==> config.mk <==
export PLATFORM = sky130hd
export DESIGN_NAME = sadmc_lane
export DESIGN_NICKNAME = d
export VERILOG_FILES = /design/src/sv/sadmc_pkg.sv /design/src/sv/sadmc_lane.sv
export SDC_FILE = /design/constraint.sdc
export NUM_CORES = 1
export LEC_CHECK = 0
export BUFFER_PORTS_ARGS = -buffer_cell sky130_fd_sc_hd__buf_2
export CAP_MARGIN = 5
export CORE_MARGIN = 5
export CORE_UTILIZATION = 40
export DETAILED_ROUTE_END_ITERATION = 8
export MAX_ROUTING_LAYER = met4
export PLACE_DENSITY_LB_ADDON = 0.15
export SYNTH_ARGS = -nofsm -noshare
export SYNTH_HDL_FRONTEND = slang
export SYNTH_SLANG_ARGS = --single-unit
==> constraint.sdc <==
create_clock -name aclk -period 7.4 [get_ports aclk]
set_clock_uncertainty 0.05 [all_clocks]
set_input_delay 0.37 -clock aclk [delete_from_list [all_inputs] [get_ports aclk]]
set_output_delay 0.37 -clock aclk [all_outputs]
set_load 0.05 [all_outputs]
==> src/sv/sadmc_pkg.sv <==
// ---------------------------------------------------------------------------
// sadmc_pkg
// types, constants and helper functions of the multi-candidate SAD engine
// ---------------------------------------------------------------------------
`default_nettype none

package sadmc_pkg;

    // pixel and row geometry
    localparam int PIX_W       = 8;
    localparam int SRC_PIXELS  = 16;
    localparam int REF_PIXELS  = 23;
    localparam int SUM_W       = 16;
    localparam int GRP_W       = 10;
    localparam int SIZE_W      = 5;
    localparam int CODE_W      = 2;
    localparam int CAND_W      = 3;
    localparam int MODE_CNT_W  = 4;

    // parameter defaults
    localparam int DEF_MAX_WIDTH      = 16;
    localparam int DEF_MAX_CANDIDATES = 8;

    // stream payload widths
    localparam int S_TDATA_W = 312;
    localparam int M_TDATA_W = 24;

    // configuration register indexes
    typedef enum logic [1:0] {
        REG_WIDTH  = 2'd0,
        REG_HEIGHT = 2'd1,
        REG_CAND   = 2'd2
    } cfg_reg_e;

    typedef logic [PIX_W-1:0] pixel_t;
    typedef logic [SUM_W-1:0] sum_t;

    // per-lane pipeline control
    typedef struct packed {
        logic load;    // take a new row into the difference stage
        logic accum;   // add the staged row into the accumulator
        logic clear;   // block ends with this row: zero the accumulator
    } lane_ctrl_t;

    // size code to pixel or row count, code three acts as 16
    function automatic logic [SIZE_W-1:0] code_to_size(input logic [CODE_W-1:0] code);
        logic [SIZE_W-1:0] sz;
        case (code)
            2'd0:    sz = 5'd4;
            2'd1:    sz = 5'd8;
            default: sz = 5'd16;
        endcase
        return sz;
    endfunction

    // candidate mode to offset count, code three acts as eight
    function automatic logic [MODE_CNT_W-1:0] mode_to_count(input logic [CODE_W-1:0] mode);
        logic [MODE_CNT_W-1:0] n;
        case (mode)
            2'd0:    n = 4'd1;
            2'd1:    n = 4'd3;
            default: n = 4'd8;
        endcase
        return n;
    endfunction

    function automatic pixel_t abs_diff(input pixel_t a, input pixel_t b);
        return (a > b) ? pixel_t'(a - b) : pixel_t'(b - a);
    endfunction

endpackage

`default_nettype wire

==> src/sv/sadmc_lane.sv <==
// ---------------------------------------------------------------------------
// sadmc_lane
// one candidate offset: row absolute differences, partial sums, accumulator
// ---------------------------------------------------------------------------
`default_nettype none

module sadmc_lane #(
    parameter int LANE      = 0,
    parameter int MAX_WIDTH = sadmc_pkg::DEF_MAX_WIDTH
) (
    input  wire logic                               aclk,
    input  wire logic                               aresetn,
    input  wire sadmc_pkg::lane_ctrl_t              ctrl,
    input  wire logic [sadmc_pkg::SIZE_W-1:0]       width,
    input  wire sadmc_pkg::pixel_t                  src_pix [sadmc_pkg::SRC_PIXELS],
    input  wire sadmc_pkg::pixel_t                  ref_pix [sadmc_pkg::REF_PIXELS],
    output sadmc_pkg::sum_t                         total
);
    import sadmc_pkg::*;

    localparam int NGRP = (MAX_WIDTH + 3) / 4;

    logic [GRP_W-1:0] grp_reg  [NGRP];
    logic [GRP_W-1:0] grp_next [NGRP];
    sum_t             acc_reg;
    sum_t             row_sum;

    // absolute differences in groups of four columns, masked by the width
    always_comb begin
        for (int g = 0; g < NGRP; g++) begin
            grp_next[g] = '0;
            for (int j = 0; j < 4; j++) begin
                if ((4 * g + j < MAX_WIDTH) && (SIZE_W'(4 * g + j) < width)) begin
                    grp_next[g] = grp_next[g]
                                + GRP_W'(abs_diff(src_pix[4 * g + j],
                                                  ref_pix[4 * g + j + LANE]));
                end
            end
        end
    end

    always_ff @(posedge aclk) begin
        if (ctrl.load) begin
            grp_reg <= grp_next;
        end
    end

    // row sum and running block sum
    always_comb begin
        row_sum = '0;
        for (int g = 0; g < NGRP; g++) begin
            row_sum = row_sum + SUM_W'(grp_reg[g]);
        end
        total = acc_reg + row_sum;
    end

    always_ff @(posedge aclk) begin
        if (!aresetn) begin
            acc_reg <= '0;
        end else if (ctrl.accum) begin
            acc_reg <= ctrl.clear ? '0 : total;
        end
    end

endmodule

`default_nettype wire

==> flow_summary.yaml <==
worst_setup_path:
  critical_path_required_time_ns: 7.40
  cp_slowest_cell: "fa_1"
  rr_startpoint: "grp_reg[1]"
  worstSetupStartpointType: "input pin"
  worst_ep_arrival_time_ns: 6.94
  regToRegSetupSlack_ns: 2.60
  capture_instance_of_the_worst_register_to_register_path: "acc_reg[15]"
  cp_max_fo: 6
  crit_path_end_kind: "flip-flop"
  crit_path_end: "grp_reg[39]"
  crit_path_start: "src_pix[120]"
  worst_path_largest_cell_delay_ns: 0.48
  r2r.worst_path.cells: 15
  timing.setup.critical_path_class: "in -> reg"
floorplan:
  die_height_um: 229
  design.portCount: 338
  die_x_um: 229
  floorplan.initialDensity_pct: 40.3
  floorplan.core_area_mm2: 0.0475
  floorplan.die_area_mm2: 0.0523
  placementRows: 80
detailed_routing:
  drc_errors: 0
  detail_route.wirelength.met1_mm: 24.3
  met2_length_mm: 25.1
  detail_route.first_pass.iterations: 5
  drt_wl_total_mm: 51.8
  top_layer_used: "met4"
  drt-vias-per-instance: 5.38
  dr_total_vias: 17900
  wl_per_cell_um: 15.5
  routed-wl-met3_mm: 1.83
  drtIter0Drc: 897
  route.antenna.remaining_nets: 0
logic_synthesis:
  ys_ff_latch: 56
  synthesis.nets: 3212
  synth_edf_count: 40
  seq_area_frac_synth_pct: 7.95
  post_synth.cell_area_avg_um2: 7.77
  yosys_most_used_dff: "edfxtp_1"
  synthCells: 2464
  netlist_area_before_placement_mm2: 0.0191
  synth_async_sr_flop_share_pct: 0
  yosysWarnings: 0
  netlist-cell-type-count: 100
clock_network:
  maximum_clock_path_buffer_count: 2
  cts_sink_count: 56
  cts-buffers-inserted: 5
  insertion_delay_ns: 0.30
  post-cts-setup-buffer-count: 0
  post_cts_hold_buffer_count: 0
  path_clk_slew_ns: 0.07
  tritoncts: "built"
  ctsRootBufferMaster: "clkbuf_16"
  cts_repair_resize_count: 0
  h-tree-depth: 2
worst_hold_path:
  holdCritPathClass: "in -> reg"
flow_run:
  drv_cap: 0
finish:
  layout.nets: 3458
  layout-drive-gt1-share_pct: 14.4
  syn2layout_area_growth_pct: 11.1
  layout.cells.most_common_list: "409 x inv_1, 353 x ha_1, 281 x buf_2"
  largest_register_ffs: 40
  layout_commonest_cell: "inv_1"
sta:
  grt_setup_unrepaired: "no"
  slew_viol_final: 0
  finalWorstPathRequiredPeriod_ns: 6.94
  setup-tns-final_ns: 0
  timing.fmax_mhz: 144
  period_share_pct: 93.8
  tightest_slew_ns: 1.02
  hold_viol_final: 0
  headroom_to_the_max_slew_limit_pct: 30.2
  setup_viol: 0
global_routing:
  globalRouteTotalUtil_pct: 19.5
  grt_pass1_vias: 17700
  grt_start_max_net_pins: 41
  grt_remaining_overflow: 0
  grt_first_pass_wirelength_mm: 85.8
  initial_antenna_violation_count: 4
placed_design:
  io_buffer_count: 281
  place_hpwl_mm: 45.4
  finalWeightedCongestion: 0.900
run_status:
  status: "finished, final reports clean"
==> cell type report <==
class	instances	area, um^2
Sequential cell	56	1520
Clock buffer	6	129
Timing Repair Buffer	288	1460
Fill cell	4874	26300
Tap cell	615	769
Clock inverter	2	16.3
Inverter	410	1540
Multi-Input combinational cell	1949	15800
Antenna cell	4	10.0
==> worst min path at each step <==
stage                start           to  slack, ns  depth (start not counted)
6_report           aresetn  acc_reg[14]       0.39                          3
5_1_grt            aresetn  acc_reg[14]       0.42                          3
4_1_cts            aresetn  acc_reg[14]       0.39                          3
3_5_place_dp   acc_reg[12]  acc_reg[12]       0.44                          1
3_3_place_gp   acc_reg[12]  acc_reg[12]       0.43                          1
2_1_floorplan  acc_reg[12]  acc_reg[12]       0.42                          1
==> critical path: cells and delay by family <==
| family | cells | cell delay [ns] |
|---|---|---|
| mux | 2 | 0.49 |
| simple gates | 7 | 1.12 |
| compound gates | 11 | 2.83 |
| fa+ha+maj | 5 | 1.58 |
| buf+inv | 5 | 0.54 |
==> synthesized netlist by cell type (15+ instances only) <==
| cell | n | area [um^2] |
|---|---|---|
| nor2b_1 | 32 | 200 |
| xnor2_1 | 107 | 937 |
| dfxtp_1 | 16 | 320 |
| nand3_1 | 34 | 170 |
| mux2_2 | 35 | 394 |
| and3_1 | 23 | 144 |
| edfxtp_1 | 40 | 1200 |
| nand2b_1 | 15 | 93.8 |
| nor2_1 | 141 | 529 |
| xor2_1 | 50 | 438 |
| o21ai_0 | 114 | 571 |
| mux2i_1 | 76 | 761 |
| fa_1 | 73 | 1460 |
| a21o_1 | 78 | 586 |
| a211oi_1 | 35 | 263 |
| ha_1 | 353 | 4420 |
| a21oi_1 | 190 | 951 |
| nor3_1 | 51 | 255 |
| o21a_1 | 25 | 188 |
| nand2_1 | 130 | 488 |
| clkbuf_1 | 22 | 82.6 |
| and2_1 | 18 | 113 |
| o21bai_1 | 27 | 203 |
| inv_1 | 409 | 1540 |
| nand4_1 | 30 | 188 |
| a31oi_1 | 21 | 131 |
| a21boi_0 | 17 | 128 |
| or3_1 | 16 | 100 |
| or2_2 | 16 | 100 |
| o31ai_1 | 20 | 150 |
==> through the flow <==
stage / setup slack [ns] / util [%] / area, um^2 / cells / hold slack [ns]
2_1_floorplan: 1.11 / - / 19100 / 2464 / 0.423
4_1_cts: 0.493 / 44.7 / 21300 / 3326 / 0.393
5_1_grt: 0.0143 / 44.7 / 21300 / 3329 / 0.422
3_5_place_dp: 0.196 / 44.4 / 21100 / 3318 / 0.444
6_report: 0.461 / 44.7 / 21300 / 3330 / 0.393
3_3_place_gp: 0.335 / 44.4 / 21100 / 3318 / 0.435
==> logic make-up after synthesis <==
group | after synthesis | share of synthesized area (%)
multiplexers | 113 | 6.17
AND/OR/NAND/NOR | 568 | 14.9
XOR/XNOR | 157 | 7.18
flip-flops | 56 | 7.95
buffers and inverters | 459 | 9.43
AO/OA/AOI/OAI | 685 | 23.6
adder cells (fa/ha/maj) | 426 | 30.7
==> per-layer routing <==
layer | global-route usage [%] | vias up
li1 | - | 9137
met1 | 25.4 | 8381
met2 | 34.1 | 355
met3 | 1.79 | 40
met4 | 2.29 | 0
met5 | - | -
Power is left out: the tool's default activity adds up to more than one toggle a clock period on the data nets, which glitch-free logic cannot reach.
