File: src/sv/sadmc_pkg.sv
// ---------------------------------------------------------------------------
// sadmc_pkg
// types, constants and helper functions of the multi-candidate SAD engine
// ---------------------------------------------------------------------------
`default_nettype none

package sadmc_pkg;

    // pixel and row geometry
    localparam int PIX_W       = 8;
    localparam int SRC_PIXELS  = 16;
    localparam int REF_PIXELS  = 23;
    localparam int SUM_W       = 16;
    localparam int GRP_W       = 10;
    localparam int SIZE_W      = 5;
    localparam int CODE_W      = 2;
    localparam int CAND_W      = 3;
    localparam int MODE_CNT_W  = 4;

    // parameter defaults
    localparam int DEF_MAX_WIDTH      = 16;
    localparam int DEF_MAX_CANDIDATES = 8;

    // stream payload widths
    localparam int S_TDATA_W = 312;
    localparam int M_TDATA_W = 24;

    // configuration register indexes
    typedef enum logic [1:0] {
        REG_WIDTH  = 2'd0,
        REG_HEIGHT = 2'd1,
        REG_CAND   = 2'd2
    } cfg_reg_e;

    typedef logic [PIX_W-1:0] pixel_t;
    typedef logic [SUM_W-1:0] sum_t;

    // per-lane pipeline control
    typedef struct packed {
        logic load;    // take a new row into the difference stage
        logic accum;   // add the staged row into the accumulator
        logic clear;   // block ends with this row: zero the accumulator
    } lane_ctrl_t;

    // size code to pixel or row count, code three acts as 16
    function automatic logic [SIZE_W-1:0] code_to_size(input logic [CODE_W-1:0] code);
        logic [SIZE_W-1:0] sz;
        case (code)
            2'd0:    sz = 5'd4;
            2'd1:    sz = 5'd8;
            default: sz = 5'd16;
        endcase
        return sz;
    endfunction

    // candidate mode to offset count, code three acts as eight
    function automatic logic [MODE_CNT_W-1:0] mode_to_count(input logic [CODE_W-1:0] mode);
        logic [MODE_CNT_W-1:0] n;
        case (mode)
            2'd0:    n = 4'd1;
            2'd1:    n = 4'd3;
            default: n = 4'd8;
        endcase
        return n;
    endfunction

    function automatic pixel_t abs_diff(input pixel_t a, input pixel_t b);
        return (a > b) ? pixel_t'(a - b) : pixel_t'(b - a);
    endfunction

endpackage

`default_nettype wire

File: src/sv/sadmc_merge.sv
// ---------------------------------------------------------------------------
// sadmc_merge
// captures the finished lane sums of a block and sends them out in order
// ---------------------------------------------------------------------------
`default_nettype none

module sadmc_merge #(
    parameter int MAX_CANDIDATES = sadmc_pkg::DEF_MAX_CANDIDATES,
    parameter int NCW            = $clog2(MAX_CANDIDATES + 1)
) (
    input  wire logic                            aclk,
    input  wire logic                            aresetn,
    input  wire logic                            load,
    input  wire logic [NCW-1:0]                  ncand,
    input  wire sadmc_pkg::sum_t                 totals [MAX_CANDIDATES],
    output logic                                 free,
    output logic                                 m_tvalid,
    input  wire logic                            m_tready,
    output logic [sadmc_pkg::M_TDATA_W-1:0]      m_tdata,   // candidate, sad_value, zero pad
    output logic                                 m_tlast
);
    import sadmc_pkg::*;

    localparam int IDXW  = (MAX_CANDIDATES > 1) ? $clog2(MAX_CANDIDATES) : 1;
    localparam int PAD_W = M_TDATA_W - CAND_W - SUM_W;

    sum_t            sums_reg [MAX_CANDIDATES];
    logic [NCW-1:0]  ncand_reg;
    logic [IDXW-1:0] idx_reg;
    logic            valid_reg;
    logic            is_last;
    logic            take;

    assign is_last  = (NCW'(idx_reg) + NCW'(1)) == ncand_reg;
    assign take     = valid_reg && m_tready;
    assign free     = !valid_reg || (take && is_last);

    // output item
    assign m_tvalid = valid_reg;
    assign m_tlast  = is_last;
    assign m_tdata  = {PAD_W'(0), sums_reg[idx_reg], CAND_W'(idx_reg)};

    // result buffer payload
    always_ff @(posedge aclk) begin
        if (load) begin
            sums_reg  <= totals;
            ncand_reg <= ncand;
        end
    end

    // read-out control
    always_ff @(posedge aclk) begin
        if (!aresetn) begin
            valid_reg <= 1'b0;
            idx_reg   <= '0;
        end else if (load) begin
            valid_reg <= 1'b1;
            idx_reg   <= '0;
        end else if (take) begin
            if (is_last) begin
                valid_reg <= 1'b0;
                idx_reg   <= '0;
            end else begin
                idx_reg <= idx_reg + IDXW'(1);
            end
        end
    end

endmodule

`default_nettype wire

File: config.mk
export PLATFORM = sky130hd
export DESIGN_NAME = sadmc_merge
export DESIGN_NICKNAME = d
export VERILOG_FILES = /design/src/sv/sadmc_pkg.sv /design/src/sv/sadmc_merge.sv
export SDC_FILE = /design/constraint.sdc
export NUM_CORES = 1
export LEC_CHECK = 0
export BUFFER_PORTS_ARGS = -buffer_cell sky130_fd_sc_hd__buf_2
export CORE_MARGIN = 4
export CORE_UTILIZATION = 55
export DETAILED_ROUTE_END_ITERATION = 8
export PLACE_DENSITY = 0.93
export SLEW_MARGIN = 20
export SYNTH_ARGS = -nofsm -noshare
export SYNTH_HDL_FRONTEND = slang
export SYNTH_SLANG_ARGS = --single-unit
export TNS_END_PERCENT = 50
File: constraint.sdc
create_clock -name aclk -period 4.3 [get_ports aclk]
set_input_delay 0.43 -clock aclk [delete_from_list [all_inputs] [get_ports aclk]]
set_output_delay 0.43 -clock aclk [all_outputs]
set_load 0.02 [all_outputs]
==> summary.md, run 1 <==
| Metric | Value |
|---|---|
| Max Cap Violations | 0 |
| Peak VDD IR | 0.000362 V |
| Routability Congestion | 0.752 |
| Root Buffer | clkbuf_8 |
| Status | finished clean |
| GRT Util Overall | 19.3% |
| Routed wire length | 10.4 mm |
| Post-CTS setup buffer count | 0 |
| Total number of vias | 2895 |
| CP Launch Type | register |
| Setup violators final | 0 |
| Avg WL per Cell | 19.3 um |
| Worst slew pin tran | 1.06 ns |
| CP delay by family, top | flip-flops |
| Fin crit share | 74.2% |
| Cts repair resizes | 0 |
| Post-Route Skew | 0.00225 ns |
| Post-Syn Area | 5370 sq um |
| Final Critical Period | 3.19 ns |
| Critical Path RT | 3.87 ns |
| Router iterations before antenna repair | 4 |
| Port Buf Inserts | 157 |
| Largest net degree at the start of global routing | 81 |
| Initial Utilization | 57.3% |
| Die width | 107 um |
| Maximum fanout along the worst path | 18 |
| Final Max Tran Viols | 0 |
| Crit path kind | register to output port |
| Final Hold Viols | 0 |
| Antenna Violating Nets Remaining | 0 |
| Die area | 11400 sq um |
| TritonCTS clock tree | yes |
| Arrival time worst endpoint | 2.76 ns |
| Area grow syn2layout | 27.4% |
| Setup TNS Final | 0 ns |
| Via count of the first global-routing pass | 3068 |
| Worst path slowest cell | dfxtp_1 |
| Hold Path Class | input port to register |
| RSZ-0062 raised after global routing | false |
| Netlist cell types | 28 |
| Io pins | 163 |
| Vias/cell | 5.38 |
| Synthesized flop and latch total | 136 |
| Leak Pwr | 2.66 nW |
| Seq/Total Area, Yosys | 75.3% |
| Max incr delay on CP | 0.81 ns |
| Drt drc | 0 |
| Gate count of the mapped netlist | 228 |
| Total CTS buffers | 17 |
| Initial antenna violation count | 0 |
| Finished layout cell area | 6840 sq um |
| Worst-path clk slew | 0.07 ns |
| Initial DRC count | 139 |
| Global-route wire length before repair | 15.7 mm |
| Util after Layout | 73.0% |
| Grt total ovfl | 0 |
| Layout cells sized above 1 | 51.7% |
| Die Ht | 107 um |
| Hpwl dp | 7.19 mm |
| Max Buffers Root-to-Sink | 2 |
| Slew Limit Headroom | 28.9% |
| H-tree depth | 4 |
| PD cells | 468 nW/um^2 |
| Cts hold-fix bufs | 0 |
| Cell area after placement | 6260 sq um |
| Cell Chain, Critical Path | ha_1, xor2_1, or3_1, a211oi_2, a21bo_2, buf_2 |
| Yosys warning count | 0 |
| Nets | 533 |
| Crit path buf inv count | 1 |
| Worst skew pair latency | 0.51 ns |
| CORE AREA | 9370 sq um |
| Core Rows | 35 |
| Type of destination of the critical path | output port |
| CTS sink count | 136 |
| Worst Hold Slack | 0.0811 ns |
| Mean Syn Cell Area | 23.6 sq um |
| Max reg flops | 128 |
| Fmax | 314 MHz |
-- cells by family (layout without fill, tap and decap cells) --
family,Yosys count,after routing,share of synthesized area [%]
AO/OA/AOI/OAI,11,11,1.58
XOR/XNOR,4,4,0.652
adder cells (fa/ha/maj),1,1,0.233
buffers and inverters,16,192,2.07
flip-flops,136,136,75.3
multiplexers,48,48,19.0
other,1,6,0.0698
AND/OR/NAND/NOR,11,11,1.09
-- path summary, 6_finish.rpt --
path / startpoint / end / slack [ns] / cells after the start
max: idx_reg[1]$_SDFFE_PP0P_ / free / 1.11 / 6
min: totals[96] / sums_reg[96]$_DFFE_PP_ / 0.08 / 1
max reg2reg: idx_reg[1]$_SDFFE_PP0P_ / idx_reg[0]$_SDFFE_PP0P_ / 2.04 / 5
min reg2reg: ncand_reg[1]$_DFFE_PP_ / idx_reg[1]$_SDFFE_PP0P_ / 0.48 / 1
-- Yosys cell counts --
cell | instances | area (sq um)
o21ai_0 | 1 | 5.00
conb_1 | 1 | 3.75
nand3_1 | 3 | 15.0
a21o_1 | 1 | 7.51
nand3b_1 | 1 | 7.51
buf_2 | 2 | 10.0
mux4_1 | 32 | 841
xor2_1 | 4 | 35.0
buf_4 | 5 | 37.5
buf_6 | 4 | 45.0
a211oi_2 | 1 | 12.5
ha_1 | 1 | 12.5
a21bo_2 | 2 | 20.0
clkbuf_1 | 3 | 11.3
dfxtp_1 | 4 | 80.1
and2b_1 | 1 | 7.51
or3_1 | 1 | 6.26
nor2b_1 | 1 | 6.26
inv_1 | 1 | 3.75
nand2_1 | 3 | 11.3
mux2_2 | 16 | 180
buf_1 | 1 | 3.75
nor3_1 | 1 | 5.00
a2111oi_0 | 1 | 8.76
a21oi_1 | 2 | 10.0
a31oi_1 | 2 | 12.5
a311oi_1 | 1 | 8.76
edfxtp_1 | 132 | 3960
-- layer usage --
metal | global-route usage [%] | vias up | routed length (um)
li1 | - | 1323 | -
met1 | 21.6 | 1428 | 3840
met2 | 32.7 | 129 | 5610
met3 | 7.77 | 15 | 736
met4 | 8.13 | 0 | 199
met5 | 0 | - | 0
-- area by class of cell --
type	count	area, sq um
sequential	136	4050
fill	552	2530
multi-input combinational	80	1230
timing repair buffer	160	823
clock buffer	17	414
clock inverter	14	161
tap	129	161
inverter	1	3.75
antenna	1	2.50
-- through the flow --
| stage | std cells | power [mW] | setup slack (ns) |
|---|---|---|---|
| 5_1_grt | 537 | 3.33 | 0.861 |
| 4_1_cts | 537 | 3.24 | 0.982 |
| 3_5_place_dp | 506 | 1.83 | 1.55 |
| 6_report | 538 | 3.20 | 1.11 |
| 2_1_floorplan | 232 | 1.71 | 1.96 |
| 3_3_place_gp | 506 | 1.82 | 1.63 |
-- placed cells by master (no fill, tap or decap), drive strengths merged --
master,count
a2111oi,1
a211oi,1
a21bo,2
a21o,1
a21oi,2
a311oi,1
a31oi,2
and2b,1
buf,160
bufinv,2
clkbuf,17
clkinv,2
clkinvlp,2
conb,5
dfxtp,4
diode,1
edfxtp,132
ha,1
inv,9
mux2,16
mux4,32
nand2,3
nand3,3
nand3b,1
nor2b,1
nor3,1
o21ai,1
or3,1
xor2,4
-- power by group --
part / switching, mW / internal [mW]
clock: 0.561 / 0.837
combinational: 0.0958 / 0.108
sequential: 0.0309 / 1.57
No activity file was read; power rests on OpenSTA's default activity.
==> run 2, diff against run 1 <==
--- a/config.mk
+++ b/config.mk
@@ -7,9 +7,9 @@
 export LEC_CHECK = 0
 export BUFFER_PORTS_ARGS = -buffer_cell sky130_fd_sc_hd__buf_2
 export CORE_MARGIN = 4
-export CORE_UTILIZATION = 55
+export CORE_UTILIZATION = 46
 export DETAILED_ROUTE_END_ITERATION = 8
-export PLACE_DENSITY = 0.93
+export PLACE_DENSITY = 0.84
 export SLEW_MARGIN = 20
 export SYNTH_ARGS = -nofsm -noshare
 export SYNTH_HDL_FRONTEND = slang
==> constraint.sdc (replaced) <==
create_clock -name aclk -period 2.65 [get_ports aclk]
set_input_delay 0.265 -clock aclk [delete_from_list [all_inputs] [get_ports aclk]]
set_output_delay 0.265 -clock aclk [all_outputs]
set_load 0.02 [all_outputs]
==> run 2 against run 1 <==
Effect of this change: worst hold slack lost 0.054 ns; setup slack lost 0.97 ns; highest routed layer is now met5; largest cell class unchanged; via count shrank 2.2%; global-route usage shrank 3.8 points; cell count grew 3.3%.
==> summary.md, run 2 (synthesis results as in run 1) <==
| Metric | Value |
|---|---|
| Most common cell after layout, fill and taps aside | buf_2 |
| Antenna Violating Nets Remaining | 0 (unchanged) |
| Core Rows | 39 (+11%) |
| RSZ-0062 raised after global routing | false |
| Fin crit share | 94.8% |
| Global-route wire length before repair | 14.8 mm (-5.7%) |
| Die Ht | 116 um (+8.6%) |
| Slew Limit Headroom | 63.8% (+35 points) |
| Routability Congestion | 0.741 (-1.4%) |
| Max reg flops | 128 (unchanged) |
| Cell Chain, Critical Path | ha_1, xor2_1, or3_1, a211oi_4, a21bo_2, buf_2 |
| Worst-path clk slew | 0.06 ns (about the same) |
| Die width | 116 um (+8.6%) |
| Max Buffers Root-to-Sink | 2 (unchanged) |
| Area grow syn2layout | 28.7% |
| Post-Route Skew | 0.00346 ns (+0.00121 ns) |
| Layout cells sized above 1 | 51.5% (-0.26 points) |
| Max Cap Violations | 0 (unchanged) |
| Total CTS buffers | 17 (unchanged) |
| Peak VDD IR | 0.000668 V (+84%) |
| Worst skew pair latency | 0.40 ns (-0.11 ns) |
| Met3 GRT Util | 7.78% (+0.014 points) |
| Via count of the first global-routing pass | 2978 (-2.9%) |
| Worst slew pin tran | 0.542 ns (-0.522 ns) |
| Arrival time worst endpoint | 2.25 ns (-0.51 ns) |
| Met1 Use GR | 17.7% (-3.9 points) |
| Maximum fanout along the worst path | 8 (-10) |
| Root Buffer | clkbuf_16 |
| GRT Util Overall | 15.4% (-3.8 points) |
| Final Hold Viols | 0 (unchanged) |
| Final Critical Period | 2.51 ns |
| Crit path kind | register to output port |
| Worst path slowest cell | or3_1 |
| Initial DRC count | 138 (-0.72%) |
| Fmax | 398 MHz |
| Io pins | 163 (unchanged) |
| Port Buf Inserts | 157 (unchanged) |
| TritonCTS clock tree | yes |
| Grt total ovfl | 0 (unchanged) |
| H-tree depth | 4 (unchanged) |
| Largest net degree at the start of global routing | 77 (-4.9%) |
| Avg WL per Cell | 18.2 um (-5.9%) |
| Setup violators final | 0 (unchanged) |
| Critical Path RT | 2.38 ns (-1.49 ns) |
| PD cells | 754 nW/um^2 (+61%) |
| Worst Hold Slack | 0.0276 ns (-0.0535 ns) |
| Drt drc | 0 (unchanged) |
| Router iterations before antenna repair | 4 (unchanged) |
| CORE AREA | 11400 sq um (+22%) |
| Vias/cell | 5.09 (-5.4%) |
| CTS sink count | 136 (unchanged) |
| Die area | 13500 sq um (+18%) |
| Hold Path Class | input port to register |
| Status | finished clean |
| Final Max Tran Viols | 0 (unchanged) |
| Total number of vias | 2830 (-2.2%) |
| Hpwl dp | 7.08 mm (-1.6%) |
| Met2 GRT Util | 25.0% (-7.6 points) |
| Initial antenna violation count | 2 (+2) |
| Most frequent cells in the layout | 156 x buf_2, 132 x edfxtp_1, 32 x mux4_1, 17 x clkbuf_16, 16 x mux2_2 |
| Routed wire length | 10.1 mm (-2.7%) |
| CP Launch Type | register |
| Post-CTS setup buffer count | 0 (unchanged) |
| Max incr delay on CP | 0.39 ns (-0.42 ns) |
| Initial Utilization | 47.0% (-10 points) |
| Setup TNS Final | 0 ns (unchanged) |
| GR peak layer | met2 |
| Nets | 537 (+0.75%) |
| Type of destination of the critical path | output port |
| Leak Pwr | 2.67 nW (+0.55%) |
==> run 2: changes by cell type in the layout (fill, tap and decap cells not counted), moves of 2 or more <==
cell        before  now
buf_4            3    6
clkbuf_1         0    2
clkinvlp_4       2    4
inv_6            7    1
==> run 2: per-layer routing <==
layer	vias up	part of all wire (%)
met1	1370	39
met2	123	50
met5	-	0.069
li1	1324	-
met3	11	9.4
met4	2	1.1
==> run 2: cell type report <==
cell class	instances	area [sq um]
clock inverter	12	151
timing repair buffer	164	856
inverter	1	3.75
antenna	1	2.50
tap	143	179
clock buffer	19	433
multi-input combinational	80	1240
sequential	136	4050
fill	834	4510
==> run 2: per-stage QoR <==
| stage | util [%] | setup slack (ns) | cell area [sq um] | std cells | total power [mW] |
|---|---|---|---|---|---|
| floorplan | - | 0.474 | 5390 | 232 | 2.77 |
| global placement | 55.2 | 0.644 | 6310 | 523 | 2.94 |
| detailed placement | 55.2 | 0.514 | 6310 | 523 | 2.97 |
| CTS | 60.3 | 0.0576 | 6890 | 554 | 5.27 |
| global route | 60.5 | 0.000393 | 6910 | 555 | 5.42 |
| finish | 60.5 | 0.138 | 6910 | 556 | 5.21 |
==> run 2: worst paths after layout <==
kind | cells after the start | end | start | slack (ns)
max reg2reg | 5 | idx_reg[0]$_SDFFE_PP0P_ | idx_reg[0]$_SDFFE_PP0P_ | 0.79
min | 1 | sums_reg[5]$_DFFE_PP_ | totals[5] | 0.03
max | 6 | free | idx_reg[0]$_SDFFE_PP0P_ | 0.14
min reg2reg | 1 | idx_reg[1]$_SDFFE_PP0P_ | ncand_reg[1]$_DFFE_PP_ | 0.48
==> run 2: timing repair <==
action                                 CTS  global route
gates resized for setup                  0             1
setup endpoints to repair                0             1
endpoints found under the hold margin    0             1
hold buffers                             0             1
==> run 2: critical path, delay by kind of cell (launching register included) <==
| kind | cells | cell delay (ns) |
|---|---|---|
| compound gates | 2 | 0.53 |
| simple gates | 1 | 0.39 |
| flops | 1 | 0.35 |
| fa+ha+maj | 1 | 0.24 |
| xor+xnor | 1 | 0.17 |
| buf+inv | 1 | 0.16 |
==> run 2: power by group <==
group	internal [mW]	switching, mW	total (mW)	leakage, nW
clock network	1.47	0.822	2.29	0.273
registers	2.55	0.0391	2.58	1.33
logic	0.179	0.160	0.339	1.08
==> run 3, diff against run 2 <==
--- a/config.mk
+++ b/config.mk
@@ -5,12 +5,12 @@
 export SDC_FILE = /design/constraint.sdc
 export NUM_CORES = 1
 export LEC_CHECK = 0
+export ABC_AREA = 1
 export BUFFER_PORTS_ARGS = -buffer_cell sky130_fd_sc_hd__buf_2
 export CORE_MARGIN = 4
 export CORE_UTILIZATION = 46
 export DETAILED_ROUTE_END_ITERATION = 8
-export PLACE_DENSITY = 0.84
-export SLEW_MARGIN = 20
+export PLACE_DENSITY = 0.83
 export SYNTH_ARGS = -nofsm -noshare
 export SYNTH_HDL_FRONTEND = slang
 export SYNTH_SLANG_ARGS = --single-unit
==> run 3 against run 2 <==
Effect of this change: die area increased by 1.2%; critical path type unchanged; synthesized area increased by 1.3%; total power decreased by 2.7%; worst hold slack got worse by 0.0021 ns; largest power group unchanged; clock power decreased by 7%.
==> summary.md, run 3 <==
| Metric | Value |
|---|---|
| Most common cell after layout, fill and taps aside | buf_2 |
| Share of the synthesized area in the top cell type | 72.9% (-0.93 points) |
| Die width | 117 um (+0.59%) |
| Avg WL per Cell | 16.9 um (-7.2%) |
| TritonCTS clock tree | yes |
| Final Max Tran Viols | 0 (unchanged) |
| Layout cells sized above 1 | 34.6% (-17 points) |
| Initial antenna violation count | 3 (+1) |
| Final Critical Period | 2.46 ns (-0.0529 ns) |
| Area share of fa/ha/maj cells after synthesis | 0.230% (-0.0029 points) |
| Initial DRC count | 297 (+120%) |
| Nets | 713 (+33%) |
| Routability Congestion | 0.833 (+12%) |
| Finished layout cell area | 6870 sq um (-0.62%) |
| Antenna Violating Nets Remaining | 0 (unchanged) |
| Peak VDD IR | 0.000488 V (-27%) |
| Max Buffers Root-to-Sink | 2 (unchanged) |
| EDFF count, synth | 132 (unchanged) |
| Router iterations before antenna repair | 5 (+1) |
| RSZ-0062 raised after global routing | false |
| PD cells | 739 nW/um^2 (-2.0%) |
| Asr flop ratio synth | 0% (unchanged) |
| Synth Area in XOR/XNOR | 0.161% (-0.49 points) |
| CORE AREA | 11500 sq um (+0.85%) |
| Post-Syn Area | 5440 sq um (+1.3%) |
| Grt total ovfl | 0 (unchanged) |
| CTS sink count | 136 (unchanged) |
| Maximum fanout along the worst path | 26 (+18) |
| Type of destination of the critical path | output port |
| Initial Utilization | 47.2% (+0.20 points) |
| Worst skew pair latency | 0.41 ns (about the same) |
| Post-synthesis mux area share | 0% (-19 points) |
| Arrival time worst endpoint | 2.19 ns (-0.06 ns) |
| Placed Instances | 700 (+34%) |
| Gate count of the mapped netlist | 417 (+83%) |
| Worst-path clk slew | 0.05 ns (about the same) |
| GRT Util Overall | 18.8% (+3.3 points) |
| Leak Pwr | 2.80 nW (+4.6%) |
| Simple-gate share of the synthesized area | 12.0% (+11 points) |
| Fmax | 407 MHz (+2.2%) |
| Io pins | 163 (unchanged) |
| Reg2Reg Depth | 6 (+1) |
| Hold Path Class | input port to register |
| Most frequent cells in the layout | 156 x buf_2, 132 x edfxtp_1, 97 x nor2_1, 61 x nand2_1, 32 x o32ai_1 |
| WHS Path Cells | 1 (unchanged) |
| Largest cells by area after synthesis | edfxtp_1 73%, nor2_1 6.7%, o32ai_1 5.2% |
| Cell area after placement | 6320 sq um (+0.24%) |
| Mean Syn Cell Area | 13.0 sq um (-45%) |
| Critical Path RT | 2.38 ns (about the same) |
| Largest net degree at the start of global routing | 62 (-19%) |
| Final Hold Viols | 0 (unchanged) |
| Setup TNS Final | 0 ns (unchanged) |
| Die area | 13600 sq um (+1.2%) |
| Total number of vias | 3768 (+33%) |
| Seq/Total Area, Yosys | 74.3% (-0.95 points) |
| Largest family of logic cells by synthesized area | simple AND/OR/NAND/NOR gates |
| Non-filler cells, final | 733 (+32%) |
| Area grow syn2layout | 26.2% |
| Crit path kind | register to output port |
| Biggest area consumer among synthesized cells | edfxtp_1 |
| H-tree depth | 4 (unchanged) |
| Synthesized flop and latch total | 136 (unchanged) |
| Yosys warning count | 0 (unchanged) |
| Max Cap Violations | 0 (unchanged) |
| Die Ht | 117 um (+0.59%) |
| Port Buf Inserts | 157 (unchanged) |
| Global-route wire length before repair | 18.8 mm (+27%) |
| Drt drc | 0 (unchanged) |
| Vias/cell | 5.14 (+0.99%) |
| Netlist cell types | 26 (-7.1%) |
| Setup violators final | 0 (unchanged) |
| CP Launch Type | register |
| Routed wire length | 12.4 mm (+22%) |
| Tot Pwr | 5.08 mW (-2.7%) |
| Root Buffer | clkbuf_16 |
| Fin crit share | 92.8% (-2.0 points) |
| Top-count cell post-synth | edfxtp_1 |
| Post-synthesis compound-gate area fraction | 8.79% (+7.2 points) |
| Hpwl dp | 8.73 mm (+23%) |
| Via count of the first global-routing pass | 3796 (+27%) |
| Total CTS buffers | 17 (unchanged) |
| Core Rows | 39 (unchanged) |
| Status | finished clean |
| Main flop type after synthesis | edfxtp_1 |
| Max reg flops | 128 (unchanged) |
| Top cells by count, synth | 132 x edfxtp_1, 97 x nor2_1, 61 x nand2_1 |
| Post-Route Skew | 0.00312 ns (-0.000342 ns) |
| Util after Layout | 59.6% (-0.88 points) |
==> run 3: metal layers <==
layer	wire length [um]	global-route usage, %	vias to the layer above
met1	4860	21.7	1747
met3	1020	7.20	20
met5	27	0	-
met2	6260	31.6	172
met4	181	7.34	4
li1	-	-	1825
==> run 3: final timing paths <==
| check | startpoint | to | slack (ns) |
|---|---|---|---|
| worst min register to register | m_tvalid$_SDFFE_PN0P_ | m_tvalid$_SDFFE_PN0P_ | 0.51 |
| worst min-delay path | totals[66] | sums_reg[66]$_DFFE_PP_ | 0.03 |
| worst max register to register | idx_reg[1]$_SDFFE_PP0P_ | m_tvalid$_SDFFE_PN0P_ | 0.87 |
| worst max-delay path | idx_reg[1]$_SDFFE_PP0P_ | free | 0.19 |
==> run 3: metrics by stage <==
step	setup slack, ns	hold slack [ns]
after floorplan	0.896	0.364
after global placement	0.705	0.442
after detailed placement	0.638	0.443
after CTS	0.190	0.00331
after global routing	0.0463	0.000943
final	0.191	0.0255
==> run 3: critical path: stages, from the launching register on <==
cell and delay (ns):
dfxtp_2 0.63, ha_1 0.35, or2_2 0.29, a21oi_2 0.16, nand3_1 0.11, nand2_2 0.09, buf_2 0.16
==> run 3: power by group <==
group	switching (mW)	internal (mW)	total (mW)
Sequential	0.0501	2.55	2.60
Combinational	0.208	0.151	0.359
Clock	0.843	1.28	2.12
==> run 3: cells by family after synthesis <==
family          Yosys count
fa+ha+maj                 1
other cells               1
flops                   136
xor+xnor                  1
buf+inv                  39
compound gates           70
simple gates            169
==> run 3: timing repair <==
action	CTS	global route
resized for setup	0	1
setup buffers	0	0
endpoints found under the setup margin	0	2
hold buffers	0	0
==> run 3: layout make-up <==
cell class	instances	area (sq um)
diodes	1	2.50
clock buffers	19	433
clock inverters	13	108
fillers	885	4650
inverters	10	37.5
multi-input cells	246	1170
flip-flops and latches	136	4050
well taps	143	179
repair buffers	165	890
